===== config.mk =====
export PLATFORM = sky130hd
export DESIGN_NAME = aes_ctrl
export DESIGN_NICKNAME = d
export VERILOG_FILES = /design/src/sv/aes_pkg.sv /design/src/sv/aes_ctrl.sv
export VERILOG_INCLUDE_DIRS = /design/src /design/src/sv
export SDC_FILE = /design/constraint.sdc
export NUM_CORES = 1
export LEC_CHECK = 0
export ABC_AREA = 1
export BUFFER_PORTS_ARGS = -buffer_cell sky130_fd_sc_hd__buf_2
export CAP_MARGIN = 20
export CORE_MARGIN = 4
export CORE_UTILIZATION = 25
export CTS_CLUSTER_SIZE = 40
export DETAILED_ROUTE_END_ITERATION = 6
export GPL_TIMING_DRIVEN = 0
export PLACE_DENSITY = 0.51
export SLEW_MARGIN = 20
export SYNTH_ARGS = -nofsm -noshare
export SYNTH_HDL_FRONTEND = slang
export SYNTH_SLANG_ARGS = --single-unit

===== constraint.sdc =====
create_clock -name clk -period 2.1 [get_ports clk]
set_input_delay 0.105 -clock clk [delete_from_list [all_inputs] [get_ports clk]]
set_output_delay 0.105 -clock clk [all_outputs]
set_load 0.05 [all_outputs]

===== src/sv/aes_block_cipher_macros.svh =====
// Assertion macros for the AES cipher RTL, used by aes_ctrl.
// Expects clk and arst_n in the scope of each use.
`ifndef AES_BLOCK_CIPHER_MACROS_SVH
`define AES_BLOCK_CIPHER_MACROS_SVH

// same-cycle implication
`define AES_IMPLY(lbl, ante, cons, msg) \
	lbl: assert property (@(posedge clk) disable iff (!arst_n) (ante) |-> (cons)) else $error(msg);

// next-cycle implication
`define AES_NEXT(lbl, ante, cons, msg) \
	lbl: assert property (@(posedge clk) disable iff (!arst_n) (ante) |=> (cons)) else $error(msg);

`endif


===== src/sv/aes_pkg.sv =====
// AES package: S-box tables, round transforms, controller types.
// No dependencies; imported by every AES module.
package aes_pkg;

	// configuration register indexes
	localparam logic [2:0] REG_KEY0   = 3'd0;
	localparam logic [2:0] REG_KEY1   = 3'd1;
	localparam logic [2:0] REG_KEY2   = 3'd2;
	localparam logic [2:0] REG_KEY3   = 3'd3;
	localparam logic [2:0] REG_KEYLEN = 3'd4;

	// key length codes
	localparam logic [1:0] KLEN_128 = 2'd0;
	localparam logic [1:0] KLEN_192 = 2'd1;

	localparam logic [7:0] SBOX [256] = '{
		8'h63,8'h7c,8'h77,8'h7b,8'hf2,8'h6b,8'h6f,8'hc5,8'h30,8'h01,8'h67,8'h2b,8'hfe,8'hd7,8'hab,8'h76,
		8'hca,8'h82,8'hc9,8'h7d,8'hfa,8'h59,8'h47,8'hf0,8'had,8'hd4,8'ha2,8'haf,8'h9c,8'ha4,8'h72,8'hc0,
		8'hb7,8'hfd,8'h93,8'h26,8'h36,8'h3f,8'hf7,8'hcc,8'h34,8'ha5,8'he5,8'hf1,8'h71,8'hd8,8'h31,8'h15,
		8'h04,8'hc7,8'h23,8'hc3,8'h18,8'h96,8'h05,8'h9a,8'h07,8'h12,8'h80,8'he2,8'heb,8'h27,8'hb2,8'h75,
		8'h09,8'h83,8'h2c,8'h1a,8'h1b,8'h6e,8'h5a,8'ha0,8'h52,8'h3b,8'hd6,8'hb3,8'h29,8'he3,8'h2f,8'h84,
		8'h53,8'hd1,8'h00,8'hed,8'h20,8'hfc,8'hb1,8'h5b,8'h6a,8'hcb,8'hbe,8'h39,8'h4a,8'h4c,8'h58,8'hcf,
		8'hd0,8'hef,8'haa,8'hfb,8'h43,8'h4d,8'h33,8'h85,8'h45,8'hf9,8'h02,8'h7f,8'h50,8'h3c,8'h9f,8'ha8,
		8'h51,8'ha3,8'h40,8'h8f,8'h92,8'h9d,8'h38,8'hf5,8'hbc,8'hb6,8'hda,8'h21,8'h10,8'hff,8'hf3,8'hd2,
		8'hcd,8'h0c,8'h13,8'hec,8'h5f,8'h97,8'h44,8'h17,8'hc4,8'ha7,8'h7e,8'h3d,8'h64,8'h5d,8'h19,8'h73,
		8'h60,8'h81,8'h4f,8'hdc,8'h22,8'h2a,8'h90,8'h88,8'h46,8'hee,8'hb8,8'h14,8'hde,8'h5e,8'h0b,8'hdb,
		8'he0,8'h32,8'h3a,8'h0a,8'h49,8'h06,8'h24,8'h5c,8'hc2,8'hd3,8'hac,8'h62,8'h91,8'h95,8'he4,8'h79,
		8'he7,8'hc8,8'h37,8'h6d,8'h8d,8'hd5,8'h4e,8'ha9,8'h6c,8'h56,8'hf4,8'hea,8'h65,8'h7a,8'hae,8'h08,
		8'hba,8'h78,8'h25,8'h2e,8'h1c,8'ha6,8'hb4,8'hc6,8'he8,8'hdd,8'h74,8'h1f,8'h4b,8'hbd,8'h8b,8'h8a,
		8'h70,8'h3e,8'hb5,8'h66,8'h48,8'h03,8'hf6,8'h0e,8'h61,8'h35,8'h57,8'hb9,8'h86,8'hc1,8'h1d,8'h9e,
		8'he1,8'hf8,8'h98,8'h11,8'h69,8'hd9,8'h8e,8'h94,8'h9b,8'h1e,8'h87,8'he9,8'hce,8'h55,8'h28,8'hdf,
		8'h8c,8'ha1,8'h89,8'h0d,8'hbf,8'he6,8'h42,8'h68,8'h41,8'h99,8'h2d,8'h0f,8'hb0,8'h54,8'hbb,8'h16
	};

	localparam logic [7:0] INV_SBOX [256] = '{
		8'h52,8'h09,8'h6a,8'hd5,8'h30,8'h36,8'ha5,8'h38,8'hbf,8'h40,8'ha3,8'h9e,8'h81,8'hf3,8'hd7,8'hfb,
		8'h7c,8'he3,8'h39,8'h82,8'h9b,8'h2f,8'hff,8'h87,8'h34,8'h8e,8'h43,8'h44,8'hc4,8'hde,8'he9,8'hcb,
		8'h54,8'h7b,8'h94,8'h32,8'ha6,8'hc2,8'h23,8'h3d,8'hee,8'h4c,8'h95,8'h0b,8'h42,8'hfa,8'hc3,8'h4e,
		8'h08,8'h2e,8'ha1,8'h66,8'h28,8'hd9,8'h24,8'hb2,8'h76,8'h5b,8'ha2,8'h49,8'h6d,8'h8b,8'hd1,8'h25,
		8'h72,8'hf8,8'hf6,8'h64,8'h86,8'h68,8'h98,8'h16,8'hd4,8'ha4,8'h5c,8'hcc,8'h5d,8'h65,8'hb6,8'h92,
		8'h6c,8'h70,8'h48,8'h50,8'hfd,8'hed,8'hb9,8'hda,8'h5e,8'h15,8'h46,8'h57,8'ha7,8'h8d,8'h9d,8'h84,
		8'h90,8'hd8,8'hab,8'h00,8'h8c,8'hbc,8'hd3,8'h0a,8'hf7,8'he4,8'h58,8'h05,8'hb8,8'hb3,8'h45,8'h06,
		8'hd0,8'h2c,8'h1e,8'h8f,8'hca,8'h3f,8'h0f,8'h02,8'hc1,8'haf,8'hbd,8'h03,8'h01,8'h13,8'h8a,8'h6b,
		8'h3a,8'h91,8'h11,8'h41,8'h4f,8'h67,8'hdc,8'hea,8'h97,8'hf2,8'hcf,8'hce,8'hf0,8'hb4,8'he6,8'h73,
		8'h96,8'hac,8'h74,8'h22,8'he7,8'had,8'h35,8'h85,8'he2,8'hf9,8'h37,8'he8,8'h1c,8'h75,8'hdf,8'h6e,
		8'h47,8'hf1,8'h1a,8'h71,8'h1d,8'h29,8'hc5,8'h89,8'h6f,8'hb7,8'h62,8'h0e,8'haa,8'h18,8'hbe,8'h1b,
		8'hfc,8'h56,8'h3e,8'h4b,8'hc6,8'hd2,8'h79,8'h20,8'h9a,8'hdb,8'hc0,8'hfe,8'h78,8'hcd,8'h5a,8'hf4,
		8'h1f,8'hdd,8'ha8,8'h33,8'h88,8'h07,8'hc7,8'h31,8'hb1,8'h12,8'h10,8'h59,8'h27,8'h80,8'hec,8'h5f,
		8'h60,8'h51,8'h7f,8'ha9,8'h19,8'hb5,8'h4a,8'h0d,8'h2d,8'he5,8'h7a,8'h9f,8'h93,8'hc9,8'h9c,8'hef,
		8'ha0,8'he0,8'h3b,8'h4d,8'hae,8'h2a,8'hf5,8'hb0,8'hc8,8'heb,8'hbb,8'h3c,8'h83,8'h53,8'h99,8'h61,
		8'h17,8'h2b,8'h04,8'h7e,8'hba,8'h77,8'hd6,8'h26,8'he1,8'h69,8'h14,8'h63,8'h55,8'h21,8'h0c,8'h7d
	};

	// controller states, one-hot
	typedef enum logic [3:0] {
		ST_IDLE   = 4'b0001,
		ST_EXPAND = 4'b0010,
		ST_FETCH  = 4'b0100,
		ST_ROUND  = 4'b1000
	} ctrl_state_t;

	typedef logic [3:0][63:0] key_regs_t;

	// controller to datapath commands
	typedef struct packed {
		logic       load_blk;
		logic       exp_we;
		logic [5:0] word_idx;
		logic       from_key;
		logic       mod_zero;
		logic       mod_four;
		logic       rd_en;
		logic [3:0] rd_row;
		logic       rnd_en;
		logic       rnd_first;
		logic       rnd_last;
		logic       dec;
	} ctrl_cmd_t;

	// key words for a key length code; code 3 acts as 256-bit
	function automatic logic [3:0] nk_of(input logic [1:0] klen);
		case (klen)
			KLEN_128: return 4'd4;
			KLEN_192: return 4'd6;
			default:  return 4'd8;
		endcase
	endfunction

	function automatic logic [7:0] xt(input logic [7:0] a);
		return {a[6:0], 1'b0} ^ (a[7] ? 8'h1b : 8'h00);
	endfunction

	function automatic logic [31:0] sub_word(input logic [31:0] w);
		return {SBOX[w[31:24]], SBOX[w[23:16]], SBOX[w[15:8]], SBOX[w[7:0]]};
	endfunction

	// byte i of the state sits at bits 127-8i down
	function automatic logic [127:0] sub_bytes(input logic [127:0] s, input logic inv);
		logic [127:0] t;
		t = '0;
		for (int i = 0; i < 16; i++) begin
			t[127-8*i -: 8] = inv ? INV_SBOX[s[127-8*i -: 8]] : SBOX[s[127-8*i -: 8]];
		end
		return t;
	endfunction

	function automatic logic [127:0] shift_rows(input logic [127:0] s, input logic inv);
		logic [127:0] t;
		int mv;
		int st;
		t = '0;
		for (int r = 0; r < 4; r++) begin
			for (int c = 0; c < 4; c++) begin
				mv = r + 4 * ((c + r) % 4);
				st = r + 4 * c;
				if (inv)
					t[127-8*mv -: 8] = s[127-8*st -: 8];
				else
					t[127-8*st -: 8] = s[127-8*mv -: 8];
			end
		end
		return t;
	endfunction

	function automatic logic [127:0] mix_columns(input logic [127:0] s, input logic inv);
		logic [127:0] t;
		logic [7:0] a [4];
		logic [7:0] x2 [4];
		logic [7:0] x4 [4];
		logic [7:0] x8 [4];
		t = '0;
		for (int c = 0; c < 4; c++) begin
			for (int k = 0; k < 4; k++) begin
				a[k]  = s[127-8*(4*c+k) -: 8];
				x2[k] = xt(a[k]);
				x4[k] = xt(x2[k]);
				x8[k] = xt(x4[k]);
			end
			for (int r = 0; r < 4; r++) begin
				if (inv)
					t[127-8*(4*c+r) -: 8] =
						(x8[r] ^ x4[r] ^ x2[r]) ^
						(x8[(r+1)%4] ^ x2[(r+1)%4] ^ a[(r+1)%4]) ^
						(x8[(r+2)%4] ^ x4[(r+2)%4] ^ a[(r+2)%4]) ^
						(x8[(r+3)%4] ^ a[(r+3)%4]);
				else
					t[127-8*(4*c+r) -: 8] = x2[r] ^ x2[(r+1)%4] ^ a[(r+1)%4] ^
						a[(r+2)%4] ^ a[(r+3)%4];
			end
		end
		return t;
	endfunction

endpackage


===== src/sv/aes_ctrl.sv =====
// AES controller: sequences key expansion and the cipher rounds.
// Depends on aes_pkg and aes_block_cipher_macros.svh.
`include "aes_block_cipher_macros.svh"
module aes_ctrl import aes_pkg::*; (
	input  logic       clk,
	input  logic       arst_n,
	input  logic       start,
	input  logic       operation,
	input  logic       key_change,
	input  logic [3:0] nk,
	output logic       busy,
	output logic       done,
	output ctrl_cmd_t  cmd
);

	ctrl_state_t state_q;
	logic        expanded_q;
	logic        op_q;
	logic        done_q;
	logic [5:0]  word_q;
	logic [2:0]  mod_q;
	logic [3:0]  step_q;
	logic [3:0]  nr;
	logic [5:0]  total;

	assign nr    = nk + 4'd6;
	assign total = {nk, 2'b00} + 6'd28;
	assign busy  = (state_q != ST_IDLE);
	assign done  = done_q;

	// command decode
	always_comb begin
		cmd           = '0;
		cmd.word_idx  = word_q;
		cmd.from_key  = ({2'b00, word_q[5:2]} < {2'b00, nk[3:2]}) ||
			(word_q < {2'b00, nk});
		cmd.mod_zero  = (mod_q == 3'd0);
		cmd.mod_four  = (mod_q == 3'd4) && (nk == 4'd8);
		cmd.dec       = op_q;
		cmd.rnd_first = (step_q == 4'd0);
		cmd.rnd_last  = (step_q == nr);
		case (state_q)
			ST_IDLE: begin
				cmd.load_blk = start;
			end
			ST_EXPAND: begin
				cmd.exp_we = 1'b1;
			end
			ST_FETCH: begin
				cmd.rd_en  = 1'b1;
				cmd.rd_row = op_q ? nr : 4'd0;
			end
			ST_ROUND: begin
				cmd.rnd_en = 1'b1;
				cmd.rd_en  = (step_q != nr);
				cmd.rd_row = op_q ? (nr - step_q - 4'd1) : (step_q + 4'd1);
			end
			default: begin
				cmd.load_blk = 1'b0;
			end
		endcase
	end

	// state machine and counters
	always_ff @(posedge clk or negedge arst_n) begin
		if (!arst_n) begin
			state_q    <= ST_IDLE;
			expanded_q <= 1'b0;
			op_q       <= 1'b0;
			done_q     <= 1'b0;
			word_q     <= '0;
			mod_q      <= '0;
			step_q     <= '0;
		end else begin
			done_q <= 1'b0;
			if (key_change)
				expanded_q <= 1'b0;
			case (state_q)
				ST_IDLE: begin
					if (start) begin
						op_q   <= operation;
						word_q <= '0;
						mod_q  <= '0;
						state_q <= expanded_q ? ST_FETCH : ST_EXPAND;
					end
				end
				ST_EXPAND: begin
					word_q <= word_q + 6'd1;
					mod_q  <= ({1'b0, mod_q} == nk - 4'd1) ? 3'd0 : mod_q + 3'd1;
					if (word_q == total - 6'd1) begin
						expanded_q <= 1'b1;
						state_q    <= ST_FETCH;
					end
				end
				ST_FETCH: begin
					step_q  <= '0;
					state_q <= ST_ROUND;
				end
				ST_ROUND: begin
					step_q <= step_q + 4'd1;
					if (step_q == nr) begin
						done_q  <= 1'b1;
						state_q <= ST_IDLE;
					end
				end
				default: begin
					state_q <= ST_IDLE;
				end
			endcase
		end
	end

	`AES_IMPLY(a_fetch_keys_ready, state_q == ST_FETCH, expanded_q, "round keys not expanded")
	`AES_NEXT(a_done_after_last, state_q == ST_ROUND && step_q == nr, done_q && state_q == ST_IDLE, "no result after last round")
	`AES_NEXT(a_expand_on_stale, state_q == ST_IDLE && start && !expanded_q, state_q == ST_EXPAND, "stale keys not expanded")
	`AES_IMPLY(a_expand_bound, state_q == ST_EXPAND, word_q < total, "expansion ran past schedule")

endmodule


==> results.md, run 1 <==
* Final Max Slew Viols at 0
* Area growth syn-to-layout at 24.9%
* Status: completed
* Clock Pin Slew Worst Setup and Hold Paths at 0.08 ns
* Setup TNS at 0 ns
* Post-synthesis average cell area at between 7 and 8 um^2
* Placed Cells at 316
* Die Y at 87.9 um
* Core Util, Final at 0.329
* Detailed-route DRC error count at 0
* Metal2 WL at 1.72 mm
* CP Cell Sequence: inv_2 > ha_2 > inv_1 > fa_2 > nand2_1 > o21ai_0 > o32ai_1 > clkbuf_4
* Post-layout nets at 276
* Top Metal Used: met4
* Routed WL at 3.79 mm
* Post-synth EDFFs at 0
* Met1 Wirelength at around 1.8 mm
* Drt first pass iters at 4
* Crit path kind: reg -> out
* Met3 wire length at 216 um
* First-pass GRT wire length at around 6.7 mm
* Hold WC Path Type: in -> reg
* Cell with the most instances after synthesis: nand2_1
* Clock tree buffer depth at 2
* Ratio of cells with drive above 1 in the final layout at 0.292
* RR Startpoint: step_q[1]
* Synth Net Count at 236
* Clk_lat worst skew at about 0.26 ns
* IO Pins at 31
* Critical path arrival at 1.90 ns
* Synth area leader: dfrtp_1
* Count of distinct cell types in the synthesized netlist at 34
* Worst setup path start: step_q[0]
* Root Driver: clkbuf_8
* Syn Inst Count at 211
* Die W at 87.9 um
* Diode count at 0
* Top post-synthesis cells by count: nand2_1, inv_1, dfrtp_1
* Yosys top cell area share at 0.298
* Synth Flop Type: dfrtp_1
* H-tree levels at 1
* Reg2Reg Setup Slack at 0.66 ns
* Fin. Hold Viols at 0
* Grt ovf at 0
* Final number of setup-violating endpoints at 0
* CP bufs+invs at 3
* Stages on the worst setup path at 8
* CP max-delay cell: fa_2
* Ys async rst share at 1.00
* Mapped Area at between 1500 and 2000 um^2
* Clock net sink count at 20
* Crit path to: cmd[5]
* GP Congestion at roughly 0.72
* RR Endpoint: state_q[1]
* CTS tree: built
* Syn. warnings at 0
* CTS Buf Count at 3
* Core Box Area at 6060 um^2
* Worst Hold Depth at 2
* CP endpoint kind: output pin
* Port Buf Inserts at 30
* FMAX at 498 MHz
* Site Rows at 28
* Dpl hpwl at 3.04 mm
* CP startpoint kind: register
* Fin crit period at 2.01 ns
* Via density at 4.31
* Vias at 1,402
* Sequential area share after synthesis at 0.314
* Top cells by area, synth: dfrtp_1, nand2_1, ha_1, inv_1, nand3_1
* Max-cap viol count at 0
* Leak Pwr at 1.09 nW
* Number of global-route vias before repair at 1,442
* Die area at 7730 um^2
* Max rail drop VDD at 547 uV
* WL per Instance at 11.6 um
* Pin count of the biggest net entering global routing at 21
* Initial DRC count at between 50 and 60
* Initial Util at 0.263
* Slew margin rel. at 0.678
* Crit path max-delay family: adder cells
* ANT nets after route at 0
* Cell Count, Final, Fillers Out at 325
* Pwr/cell area at 1090 nW/um^2
* Worst Max-Slew Pin Slew at slightly below 0.5 ns
* Period Utilization, post-route at 0.956
* Number of synthesized register bits at 20
* CP Data Required Time at about 2.0 ns
* Total GRT Usage at 0.109
* Antenna violations before repair at 0
* Critical Path Max Stage Delay at ~0.51 ns
* Clk_skew at 0.00271 ns
* Worst r2r path cells at 7
* Power Total at 0.00217 W
* Worst-path fanout max at 2
sequential cells by signal, summed over array words and instances, names as in the netlist:
name	count
state_q	4
expanded_q	1
mod_q	3
done	1
word_q	6
op_q	1
step_q	4
cell type report:
type | count | area [um^2]
fillers | 672 | 4070
multi-input cells | 152 | 970
flip-flops and latches | 20 | 503
repair buffers | 35 | 205
inverters | 38 | 144
well taps | 75 | 93.8
clock buffers | 3 | 41.3
clock inverters | 1 | 30.0
plain buffers | 1 | 7.51
where the power goes:
part / switching [W] / internal, W / leakage (nW)
Clock: 0.000146 / 0.000255 / 0.0357
Sequential: 0.000106 / 0.000483 / 0.267
Combinational: 0.000828 / 0.000349 / 0.790
Total: 0.00108 / 0.00109 / 1.09
worst min-delay path by stage:
stage | from | to | slack, ns
finish | key_change | expanded_q | 0.01
global route | key_change | expanded_q | 0.03
CTS | key_change | expanded_q | 0.01
detailed placement | arst_n | word_q[0] | 0.1
global placement | arst_n | word_q[0] | 0.10
floorplan | arst_n | done | -0.19
timing repair:
action,4_1_cts,5_1_grt
pin swaps,1,1
setup endpoints to repair,2,4
hold buffers,1,0
cloned,0,0
buffers inserted,2,2
gates resized for setup,4,11
endpoints found under the hold margin,19,0
cell usage in the layout (no fill, tap or decap), types with 2 or more instances in the layout:
master,instances
a21oi_1,3
a22oi_2,2
buf_2,27
buf_4,5
buf_6,2
clkbuf_8,3
dfrtp_1,18
ha_1,13
inv_1,27
inv_2,10
nand2_1,56
nand2_2,4
nand2_4,4
nand3_1,16
nand3_2,2
nor2_1,12
o21ai_0,10
o21ai_1,4
o22ai_1,2
o32ai_1,2
xnor2_1,2
xor2_1,5
cells by family after synthesis:
kind of cell	count (synthesis)	synth area share
xor+xnor	7	0.0384
buf+inv	39	0.0948
compound gates	27	0.102
flops	20	0.314
fa+ha+maj	16	0.130
simple gates	102	0.321
metrics by stage:
stage / hold slack, ns / area [um^2] / setup WS, ns
finish: 0.0149 / 1990 / 0.0914
global route: 0.0282 / 1990 / -0.00188
CTS: 0.0137 / 1950 / 0.0224
detailed placement: 0.0984 / 1840 / 0.0329
global placement: 0.104 / 1840 / 0.0308
floorplan: -0.191 / 1600 / 0.0105
routing by layer:
layer  GRT usage  vias to the layer above
met3      0.0329                        2
met1       0.149                      622
met4      0.0167                        0
met2       0.175                       28
li1            -                      750
met5           0                        -
No activity file was read; power rests on OpenSTA's default activity.
==> inputs of run 2 (changes only) <==
--- a/config.mk
+++ b/config.mk
@@ -17,2 +17,3 @@
 export PLACE_DENSITY = 0.51
+export REMOVE_ABC_BUFFERS = 1
 export SLEW_MARGIN = 20
--- a/constraint.sdc
+++ b/constraint.sdc
@@ -3,2 +3,2 @@
 set_output_delay 0.105 -clock clk [all_outputs]
-set_load 0.05 [all_outputs]
+set_load 0.1 [all_outputs]
==> results.md, run 2 (same netlist as run 1, synthesis figures left out) <==
* Gate power share at 0.644 (+0.101)
* CP Cell Sequence: inv_2 > ha_4 > inv_1 > fa_2 > o21ai_1 > a22oi_2 > a21oi_1 > buf_6
* CP Data Required Time at 2.00 ns (about the same)
* Fin. Hold Viols at 0 (unchanged)
* Top Metal Used: met4
* WHS at 0.0225 ns (+0.00759 ns)
* Diode count at 0 (unchanged)
* Max rail drop VDD at 895 uV (+64%)
* CTS tree: built
* Via density at 4.40 (+2.1%)
* Top reg by flops: word_q
* Critical Path Max Stage Delay at 0.40 ns (-0.11 ns)
* IO Pins at 31 (unchanged)
* Dpl ws at -0.134 ns (-0.167 ns)
* Critical path arrival at 1.91 ns (about the same)
* Die W at 87.9 um (unchanged)
* First-pass GRT wire length at 6.55 mm (-2.0%)
* Dpl hpwl at 3.07 mm (+1.1%)
* Port Buf Inserts at 30 (unchanged)
* WL per Instance at 11.9 um (+2.2%)
* Clock net sink count at 20 (unchanged)
* Worst-path fanout max at 3 (+1)
* Antenna violations before repair at 0 (unchanged)
* Fin crit period at 2.02 ns (+0.0106 ns)
* Net Sw Power at 0.00144 W (+34%)
* Worst Max-Slew Pin Slew at 0.495 ns (+0.0118 ns)
* Ratio of cells with drive above 1 in the final layout at 0.288 (-0.00400)
* Metal2 WL at 1.77 mm (+2.6%)
* Site Rows at 28 (unchanged)
* Die Y at 87.9 um (unchanged)
* Slew margin rel. at 0.670 (-0.00786)
* Clk_skew at 0.00551 ns (+0.00280 ns)
* Grt ovf at 0 (unchanged)
* Pin count of the biggest net entering global routing at 21 (unchanged)
* Core Box Area at 6060 um^2 (unchanged)
* Crit path kind: reg -> out
* Seq pwr share at 0.245 (-0.027)
* Pwr/cell area at 1200 nW/um^2 (+11%)
* Fillers at 670 (-0.30%)
* Status: completed
* Number of global-route vias before repair at 1,390 (-3.6%)
* Clock Pin Slew Worst Setup and Hold Paths at 0.08 ns (about the same)
* Leak Pwr at 1.08 nW (-1.1%)
* Clock power frac at 0.111 (-0.074)
* Power Total at 0.00241 W (+11%)
* Drt first pass iters at 4 (unchanged)
* CP startpoint kind: register
* Routed WL at 3.87 mm (+2.2%)
* Root Driver: clkbuf_8
* Hold WC Path Type: in -> reg
* GP Congestion at 0.737 (+1.9%)
* Commonest non-fill, non-tap cells in the layout: nand2_1, inv_1, buf_2, dfrtp_1, nand3_1
* Vias at 1,431 (+2.1%)
* Detailed-route DRC error count at 0 (unchanged)
* Final number of setup-violating endpoints at 0 (unchanged)
* Met3 wire length at 195 um (-9.7%)
* CP max-delay cell: dfrtp_1
* Die area at 7730 um^2 (unchanged)
* Max-cap viol count at 0 (unchanged)
* Met1 Wirelength at 1.89 mm (+3.1%)
* CP endpoint kind: output pin
* Number of flip-flops in the largest register at 6 (unchanged)
* Clock tree buffer depth at 2 (unchanged)
* P_int at 0.000971 W (-11%)
* H-tree levels at 1 (unchanged)
* Period Utilization, post-route at 0.962 (+0.00503)
* Final Max Slew Viols at 0 (unchanged)
* Initial Util at 0.263 (unchanged)
* Post-layout nets at 276 (unchanged)
* Clk_lat worst skew at 0.26 ns (about the same)
* ANT nets after route at 0 (unchanged)
* Post-route setup slack at 0.0808 ns (-0.0106 ns)
* Area growth syn-to-layout at 25.9%
* Initial DRC count at 61 (+20%)
* Reg2Reg Setup Slack at 0.67 ns (about the same)
* Total GRT Usage at 0.108 (-0.00158)
* CTS Buf Count at 3 (unchanged)
* FMAX at 495 MHz (-0.52%)
* Most common cell after layout, fill and taps aside: nand2_1
* Setup TNS at 0 ns (unchanged)
* Largest regs: word_q x6, state_q x4, step_q x4
* Sw frac at 0.598 (+0.0996)
[run 2: cell count changes in the layout (fill, tap and decap cells not counted), sizes merged]
| cell | change |
|---|---|
| clkinvlp | +1 |
| inv | -1 |
| bufinv | -1 |
| buf | -2 |
| clkbuf | +3 |
[run 2: critical path, delay by kind of cell, from the launching register on]
kind / cells / cell delay, ns
fa+ha+maj: 2 / 0.46
compound gates: 3 / 0.41
buf+inv: 3 / 0.39
flops: 1 / 0.40
[run 2: power groups by stage]
stage                     sequential (W)  combinational (W)  clock [W]
final                           0.000592            0.00155   0.000269
after global routing            0.000609            0.00170   0.000309
after CTS                       0.000590            0.00153   0.000284
after detailed placement        0.000599            0.00151          0
after global placement          0.000600            0.00151          0
after floorplan                 0.000788            0.00105          0
[run 2: final timing paths]
path                       startpoint    endpoint  cells after the start
setup / recovery            step_q[0]      cmd[6]                      8
hold / removal             key_change  expanded_q                      2
setup reg to reg            step_q[2]  state_q[0]                      7
hold reg to reg            expanded_q  state_q[1]                      3
max in group asynchronous      arst_n   step_q[1]                      2
min in group asynchronous      arst_n   word_q[0]                      2
[run 2: timing repair]
action,CTS,global route
endpoints found under the hold margin,19,0
hold buffers,1,0
endpoints found under the setup margin,5,6
buffers inserted,1,4
resized for setup,9,14
pin swaps,0,1
[run 2: layout make-up]
class | instances | area, um^2 | share of cell area
multi-input combinational | 152 | 983 | 0.489
sequential | 20 | 503 | 0.250
timing repair buffer | 36 | 238 | 0.118
inverter | 38 | 148 | 0.0734
tap | 75 | 93.8 | 0.0467
clock buffer | 4 | 45.0 | 0.0224
[run 2: metrics by stage]
step / cells / instance area [um^2] / utilization
after CTS: 321 / 1920 / 0.316
after global placement: 315 / 1830 / 0.302
final: 325 / 2010 / 0.332
after detailed placement: 315 / 1830 / 0.302
after floorplan: 210 / 1590 / -
after global routing: 325 / 2010 / 0.332
[run 2: metal layers]
metal | track usage | vias to the layer above
li1 | - | 749
met1 | 0.146 | 656
met2 | 0.175 | 24
met3 | 0.0320 | 2
met4 | 0.0126 | 0
met5 | 0 | -
